==> src/hdl/mfbrf_pkg.sv <==
// Shared constants, codes, types and helper functions of the monochrome frame fill engine.
package mfbrf_pkg;

  // Screen geometry and frame store sizing.
  localparam int SCREEN_WIDTH  = 200;
  localparam int SCREEN_HEIGHT = 200;
  localparam int PIX_COUNT     = SCREEN_WIDTH * SCREEN_HEIGHT;
  localparam int STORE_BYTES   = (PIX_COUNT + 7) / 8;
  localparam int ADDR_W        = $clog2(STORE_BYTES);
  localparam int PIX_W         = $clog2(PIX_COUNT);
  localparam int X_W           = $clog2(SCREEN_WIDTH);
  localparam int Y_W           = $clog2(SCREEN_HEIGHT + 1);

  // Field widths of the command and response channels.
  localparam int KIND_W    = 2;
  localparam int POS_W     = 11;
  localparam int SIZE_W    = 10;
  localparam int BADDR_W   = 13;
  localparam int DATA_W    = 8;
  localparam int CFG_IDX_W = 3;
  localparam int CLIP_W    = 8;

  // Signed working width of rectangle edges, wide enough for position plus size.
  localparam int COORD_W = 13;

  // Command kinds.
  localparam logic [KIND_W-1:0] KIND_FILL    = 2'd0;
  localparam logic [KIND_W-1:0] KIND_OUTLINE = 2'd1;
  localparam logic [KIND_W-1:0] KIND_READ    = 2'd2;
  localparam logic [KIND_W-1:0] KIND_CLEAR   = 2'd3;

  // Configuration register indexes.
  localparam logic [CFG_IDX_W-1:0] CFG_CLIP_ON     = 3'd0;
  localparam logic [CFG_IDX_W-1:0] CFG_CLIP_LEFT   = 3'd1;
  localparam logic [CFG_IDX_W-1:0] CFG_CLIP_TOP    = 3'd2;
  localparam logic [CFG_IDX_W-1:0] CFG_CLIP_WIDTH  = 3'd3;
  localparam logic [CFG_IDX_W-1:0] CFG_CLIP_HEIGHT = 3'd4;

  // Byte constants.
  localparam logic [DATA_W-1:0] PIX_MSB         = 8'h80;
  localparam logic [DATA_W-1:0] BYTE_WHITE      = 8'hFF;
  localparam logic [DATA_W-1:0] BYTE_ZERO       = 8'h00;
  localparam logic [CLIP_W-1:0] CLIP_SIZE_RESET = 8'd200;

  typedef logic signed [COORD_W-1:0] coord_t;

  // One pixel visit produced by the raster walker.
  typedef struct packed {
    logic              valid;
    logic [ADDR_W-1:0] addr;
    logic [DATA_W-1:0] mask;
  } walk_pix_t;

  // Clipped, non-empty segment handed to the raster walker (inclusive bounds).
  typedef struct packed {
    logic [X_W-1:0]   lo_x;
    logic [X_W-1:0]   hi_x;
    logic [Y_W-1:0]   lo_y;
    logic [Y_W-1:0]   hi_y;
    logic [PIX_W-1:0] base;
  } walk_seg_t;

  // Access request to the frame store: read, optionally followed by a masked write.
  typedef struct packed {
    logic              rd;
    logic              wr;
    logic              black;
    logic [ADDR_W-1:0] addr;
    logic [DATA_W-1:0] mask;
  } store_req_t;

  function automatic coord_t coord_max(coord_t a, coord_t b);
    return (a > b) ? a : b;
  endfunction

  function automatic coord_t coord_min(coord_t a, coord_t b);
    return (a < b) ? a : b;
  endfunction

endpackage

==> src/hdl/mfbrf_walk.sv <==
// Raster walker that steps one pixel per cycle across a clipped segment.
module mfbrf_walk (
  input  logic                  clk,
  input  logic                  rst,
  input  logic                  start,
  input  mfbrf_pkg::walk_seg_t  seg,
  output mfbrf_pkg::walk_pix_t  pix,
  output logic                  busy
);

  localparam logic [mfbrf_pkg::PIX_W-1:0] ROW_STEP =
    mfbrf_pkg::PIX_W'(mfbrf_pkg::SCREEN_WIDTH);

  logic                          active;
  logic [mfbrf_pkg::X_W-1:0]     cur_x;
  logic [mfbrf_pkg::Y_W-1:0]     cur_y;
  logic [mfbrf_pkg::X_W-1:0]     lo_x;
  logic [mfbrf_pkg::X_W-1:0]     hi_x;
  logic [mfbrf_pkg::Y_W-1:0]     hi_y;
  logic [mfbrf_pkg::PIX_W-1:0]   pix_n;
  logic [mfbrf_pkg::PIX_W-1:0]   row_n;
  logic                          last_x;
  logic                          last_y;

  assign last_x = (cur_x == hi_x);
  assign last_y = (cur_y == hi_y);

  // The walk runs from start until the last column of the last row.
  always_ff @(posedge clk) begin
    if (rst) begin
      active <= 1'b0;
    end else if (start) begin
      active <= 1'b1;
    end else if (active && last_x && last_y) begin
      active <= 1'b0;
    end
  end

  // Column and row stepping with an incremental pixel number.
  always_ff @(posedge clk) begin
    if (start) begin
      cur_x <= seg.lo_x;
      cur_y <= seg.lo_y;
      lo_x  <= seg.lo_x;
      hi_x  <= seg.hi_x;
      hi_y  <= seg.hi_y;
      pix_n <= seg.base;
      row_n <= seg.base;
    end else if (active) begin
      if (!last_x) begin
        cur_x <= cur_x + 1'b1;
        pix_n <= pix_n + 1'b1;
      end else begin
        cur_x <= lo_x;
        cur_y <= cur_y + 1'b1;
        row_n <= row_n + ROW_STEP;
        pix_n <= row_n + ROW_STEP;
      end
    end
  end

  // Byte address and MSB-first bit mask of the current pixel.
  always_comb begin
    pix.valid = active;
    pix.addr  = mfbrf_pkg::ADDR_W'(pix_n >> 3);
    pix.mask  = mfbrf_pkg::PIX_MSB >> pix_n[2:0];
  end

  assign busy = active;

endmodule

==> config.mk <==
export PLATFORM = sky130hd
export DESIGN_NAME = mfbrf_walk
export DESIGN_NICKNAME = d
export VERILOG_FILES = /design/src/hdl/mfbrf_pkg.sv /design/src/hdl/mfbrf_walk.sv
export SDC_FILE = /design/constraint.sdc
export NUM_CORES = 1
export LEC_CHECK = 0
export ABC_AREA = 1
export BUFFER_PORTS_ARGS = -buffer_cell sky130_fd_sc_hd__buf_2
export CORE_MARGIN = 2
export CORE_UTILIZATION = 57
export DETAILED_ROUTE_END_ITERATION = 10
export MAX_ROUTING_LAYER = met4
export PLACE_DENSITY = 0.81
export SLEW_MARGIN = 20
export SYNTH_ARGS = -nofsm -noshare
export SYNTH_HDL_FRONTEND = slang
export SYNTH_SLANG_ARGS = --single-unit
==> constraint.sdc <==
create_clock -name clk -period 3.3 [get_ports clk]
set_input_delay 0.33 -clock clk [delete_from_list [all_inputs] [get_ports clk]]
set_output_delay 0.33 -clock clk [all_outputs]
set_load 0.02 [all_outputs]
# Yosys cells after proc, flatten, opt, wreduce, memory -nomap -nowiden
# Index checks and enable logic that the tools add are counted.
dict set report classes {
  addsub 4
  eq_ne 2
  n_shift 1
  n_mux 14
  n_reduce_logical 6
}
# cell n
set ops {}
lappend ops {{two-way mux 16 bit} 6}
lappend ops {{two-way mux 8 bit} 6}
lappend ops {{adder 16 x 1 -> 16 bit (second input constant)} 1}
lappend ops {{adder 16 x 8 -> 16 bit (second input constant)} 1}
lappend ops {{adder 8 x 1 -> 8 bit (second input constant)} 2}
lappend ops {{equality test 8 bit} 2}
lappend ops {{>> shifter 8 x 3 -> 8 bit (first input constant)} 1}
lappend ops {{nonzero test 2 bit} 3}
lappend ops {{logical AND 1 bit} 2}
lappend ops {{two-way mux 1 bit} 2}
lappend ops {{AND reduction 2 bit} 1}
dict set report totals {
  register_bits 73
  inputBits 51
  output_inout_bits 23
  elab_cells 35
}

# Depth between registers and ports, before layout
dict set report logic_depth {
  word_depth 5
  mapped_depth 11
  ltp_nobuf 11
}

# Worst setup path after synthesis
# Ideal clock, no wire load.
dict set report synth_path {
  path_type {register to register}
  from {register cur_x[6] (netlist bit)}
  to {register cur_y[0] (netlist bit) (enable)}
  setup_time_ns 0.402
  t_arrival_ns 2.062
  required_time_ns 2.898
  setup_slack_ns 0.836
  path_stages_with_launch 9
  path_buffers 1
  synth_period_minus_slack_ns 2.464
  path_cell_list {edfxtp_1 inv_2 nand2_1 nand2_1 nand2_1 nor2_1 nand2_2 buf_6 o21ai_1}
}
dict set report synth_between {
  elab_chain_len 3
}
# item line
set synth_rtl {}
lappend synth_rtl {{start, declared} mfbrf_walk.sv:15} ;# logic [mfbrf_pkg::X_W-1:0] cur_x;
lappend synth_rtl {{start signal, assigned} mfbrf_walk.sv:42} ;# cur_x <= seg.lo_x;
lappend synth_rtl {{start signal, assigned} mfbrf_walk.sv:51} ;# cur_x <= cur_x + 1'b1;
lappend synth_rtl {{start signal, assigned} mfbrf_walk.sv:54} ;# cur_x <= lo_x;
lappend synth_rtl {{equality test 8 bit} mfbrf_walk.sv:25} ;# assign last_x = (cur_x == hi_x);
lappend synth_rtl {{nonzero test 2 bit (no line)} n/a}
lappend synth_rtl {{AND reduction 2 bit (no line)} n/a}
lappend synth_rtl {{end signal, assigned} mfbrf_walk.sv:43} ;# cur_y <= seg.lo_y;
lappend synth_rtl {{end signal, assigned} mfbrf_walk.sv:55} ;# cur_y <= cur_y + 1'b1;
lappend synth_rtl {{end, declared} mfbrf_walk.sv:16} ;# logic [mfbrf_pkg::Y_W-1:0] cur_y;
# No other way between the ends.
# A chain may end at the register's enable or synchronous reset.

# Worst setup path after layout
dict set report layout_path {
  from {register cur_x[4] (netlist bit)}
  to {register row_n[10] (netlist bit) (enable)}
}
dict set report layout_between {
  elab_chain_len 3
}
# item line
set layout_rtl {}
lappend layout_rtl {{equality test 8 bit} mfbrf_walk.sv:25}
lappend layout_rtl {{nonzero test 2 bit (no line)} n/a}
lappend layout_rtl {{AND reduction 2 bit (no line)} n/a}
lappend layout_rtl {{end signal, assigned} mfbrf_walk.sv:48} ;# row_n <= seg.base;
lappend layout_rtl {{end signal, assigned} mfbrf_walk.sv:56} ;# row_n <= row_n + ROW_STEP;
lappend layout_rtl {{end, declared} mfbrf_walk.sv:21} ;# logic [mfbrf_pkg::PIX_W-1:0] row_n;
# No other way between the ends.

==> run metrics <==
Die Span Y 91.9 µm; number of synthesized flops with an enable pin 72; register area share after synthesis 49.5%; Initial Util 57.9%; cell area after layout 4930 µm²; placed cell area 4730 µm²; Crit-path slowest cell edfxtp_1; Synth-to-Final Area Change 12.0%; Tot GR Track Use 23.6%; HP Class input pin to flip-flop; FF-to-FF setup slack 1210 ps; post-route ant nets 0; TritonCTS buffer count 9; nets@finish 673; TritonRoute pass-1 iters 5; Synth area leader edfxtp_1; vias in the first global route 3506; CP Data Arrival Time 2120 ps; drt wl/cell 13.0 µm; post-cts hold buffer count 0; post-DR vias/cell 5.15; hold path startpoint seg[32]; met1 WL 4080 µm; Synth Area in Compound Gates 3.21%; Post-Syn Instances 553; mux contribution to synthesized area 0%; initial antenna violation count 0; Warnings, synthesis 0; Yosys reg bits 73; CTS H-tree lvls 3; worst reg2reg startpoint cur_x[4]; core area 7610 µm²; Hold Vio Cnt, Final 0; Clock Sinks 73; CP Cell Sequence nand2_1 -> nand2_1 -> inv_1 -> nand2_1 -> nor2_2 -> nand2_2 -> o21ai_2 -> buf_4; Die Span X 91.9 µm; global route overflow 0; Root Driver clkbuf_8; final cell count without fillers 720; DP Wirelength 6660 µm; Worst Setup EP row_n[10]; Worst Setup Path Type flip-flop to flip-flop; row count 32; status completed; post-synth top area share 49.1%; Register-to-Register Path Depth 8; wire length on met2 4510 µm; Cell Pwr Density 477 nW/µm²; adder-cell share of the synthesized area 2.56%; Max clock buf depth 2; Die ar. 8450 µm²; Lkg Pwr 2.44 nW; Post-synth ARST share 0%; Reg clk slew, reported paths 80 ps; most common flop cell mapped by yosys edfxtp_1; Gates resized, CTS repair 0; clk_lat worst skew 350 ps; Critical Path Start cur_x[4]; setup TNS 0 ps; worst-path maximum fanout 26; largest family of logic cells by synthesized area simple AND/OR/NAND/NOR gates; Worst setup SP type flip-flop; Yosys cell types 28; Routed Wire Length 9360 µm; setup violators final 0; TritonCTS clock tree yes; placed cells 704; CP required 3330 ps; max cap viols 0; Period Utilization, post-route 63.4%; Fmax 0.478 GHz; number of diodes 0; syn nets 613; final slew viol count 0; setup bufs post-CTS 0; xor/xnor cell area share of the yosys netlist 3.98%; worst r2r dst row_n[10]; unrepaired setup endpoints after global routing false; GPL Wtd Cong 0.944; Period minus WS final 2090 ps; top post-synthesis cells by area edfxtp_1, nand2_1, inv_1; Setup crit end kind flip-flop; Mean Syn Cell Area 7.96 µm²; skew final 8.21 ps; Slew headroom 51.8%; peak supply drop 277 µV; Crit path largest cell delay 490 ps; count leader, synth nand2_1; first-pass GRT wire length 15300 µm; synthesized cell area 4400 µm²; DRC violations left 0; Met3 Routed Length 631 µm; I/O Pins 74; share of layout cells above drive strength 1 16.3%; Commonest cells post-synth nand2_1, edfxtp_1, inv_1, nand3_1, nor2_1; via count 3711; Pwr Total 2.35 mW; largest net degree at the start of global routing 73; most used cell, CP nand2_1; input/output buffers 73; DRT iter0 DRCs 253; Tightest Pin Transition 724 ps; Top Layer Used met4; Synth Area in Simple Gates 30.3%
final cells by class:
type / instances / area [µm²]
repair buffers: 76 / 388
clock buffers: 10 / 128
inverters: 71 / 267
flip-flops and latches: 73 / 2180
fillers: 660 / 2680
clock inverters: 6 / 67.6
multi-input cells: 382 / 1770
well taps: 102 / 128
how the worst min path moves through the flow:
| stage | depth (start not counted) | slack [ps] | endpoint |
|---|---|---|---|
| after floorplan | 0 | 430 | hi_x[0] |
| after global placement | 1 | 510 | hi_y[6] |
| after detailed placement | 1 | 510 | hi_x[0] |
| after CTS | 1 | 150 | hi_x[0] |
| after global routing | 1 | 140 | hi_y[1] |
| final | 1 | 150 | hi_x[0] |
state kept, by name (all words and copies together), names as in the netlist:
register,flops
hi_x,8
lo_x,8
cur_x,8
busy,1
hi_y,8
pix_n,16
cur_y,8
row_n,16
metrics by stage:
step,setup WS (ps),util (%),hold WS [ps]
after floorplan,836,-,429
after global placement,1290,62.2,506
after detailed placement,1220,62.2,508
after CTS,1200,64.8,145
after global routing,1040,64.8,142
final,1210,64.8,153
critical path: cells and delay by family, from the launching register on:
| kind | cells | cell delay, ps |
|---|---|---|
| compound gates | 1 | 230 |
| buf+inv | 2 | 350 |
| flops | 1 | 490 |
| simple gates | 5 | 690 |
layout by cell type, fill, tap and decap left out, drive strengths merged:
master | synthesis | routed
o21bai | 2 | 2
clkinv | 0 | 2
a21oi | 5 | 5
xnor2 | 8 | 8
clkinvlp | 0 | 2
nand3 | 47 | 47
clkbuf | 4 | 10
o31ai | 1 | 1
nor2 | 43 | 43
o21ai | 16 | 16
nand2 | 225 | 225
dfxtp | 1 | 1
ha | 9 | 9
o22ai | 1 | 1
a211oi | 1 | 1
inv | 71 | 72
edfxtp | 72 | 72
bufinv | 0 | 1
nand3b | 1 | 1
nand4 | 8 | 8
xor2 | 12 | 12
buf | 23 | 76
nor3 | 3 | 3
cells by family (layout without fill, tap and decap cells):
family / Yosys count / count (layout)
simple gates: 327 / 327
buf+inv: 98 / 163
flops: 73 / 73
fa+ha+maj: 9 / 9
xor+xnor: 20 / 20
compound gates: 26 / 26
per-layer routing:
layer | vias up | track usage [%]
met5 | - | -
met4 | 0 | 7.59
met3 | 17 | 4.77
met2 | 151 | 39.0
met1 | 1678 | 29.3
li1 | 1865 | -
report_power, final:
group	switching (mW)	internal [mW]	total, mW	leakage (nW)
combinational	0.272	0.159	0.431	1.63
sequential	0.0880	1.13	1.22	0.726
clock	0.353	0.352	0.705	0.0929
total	0.713	1.64	2.35	2.44
Note: power is estimated with default switching activity, not from simulation.
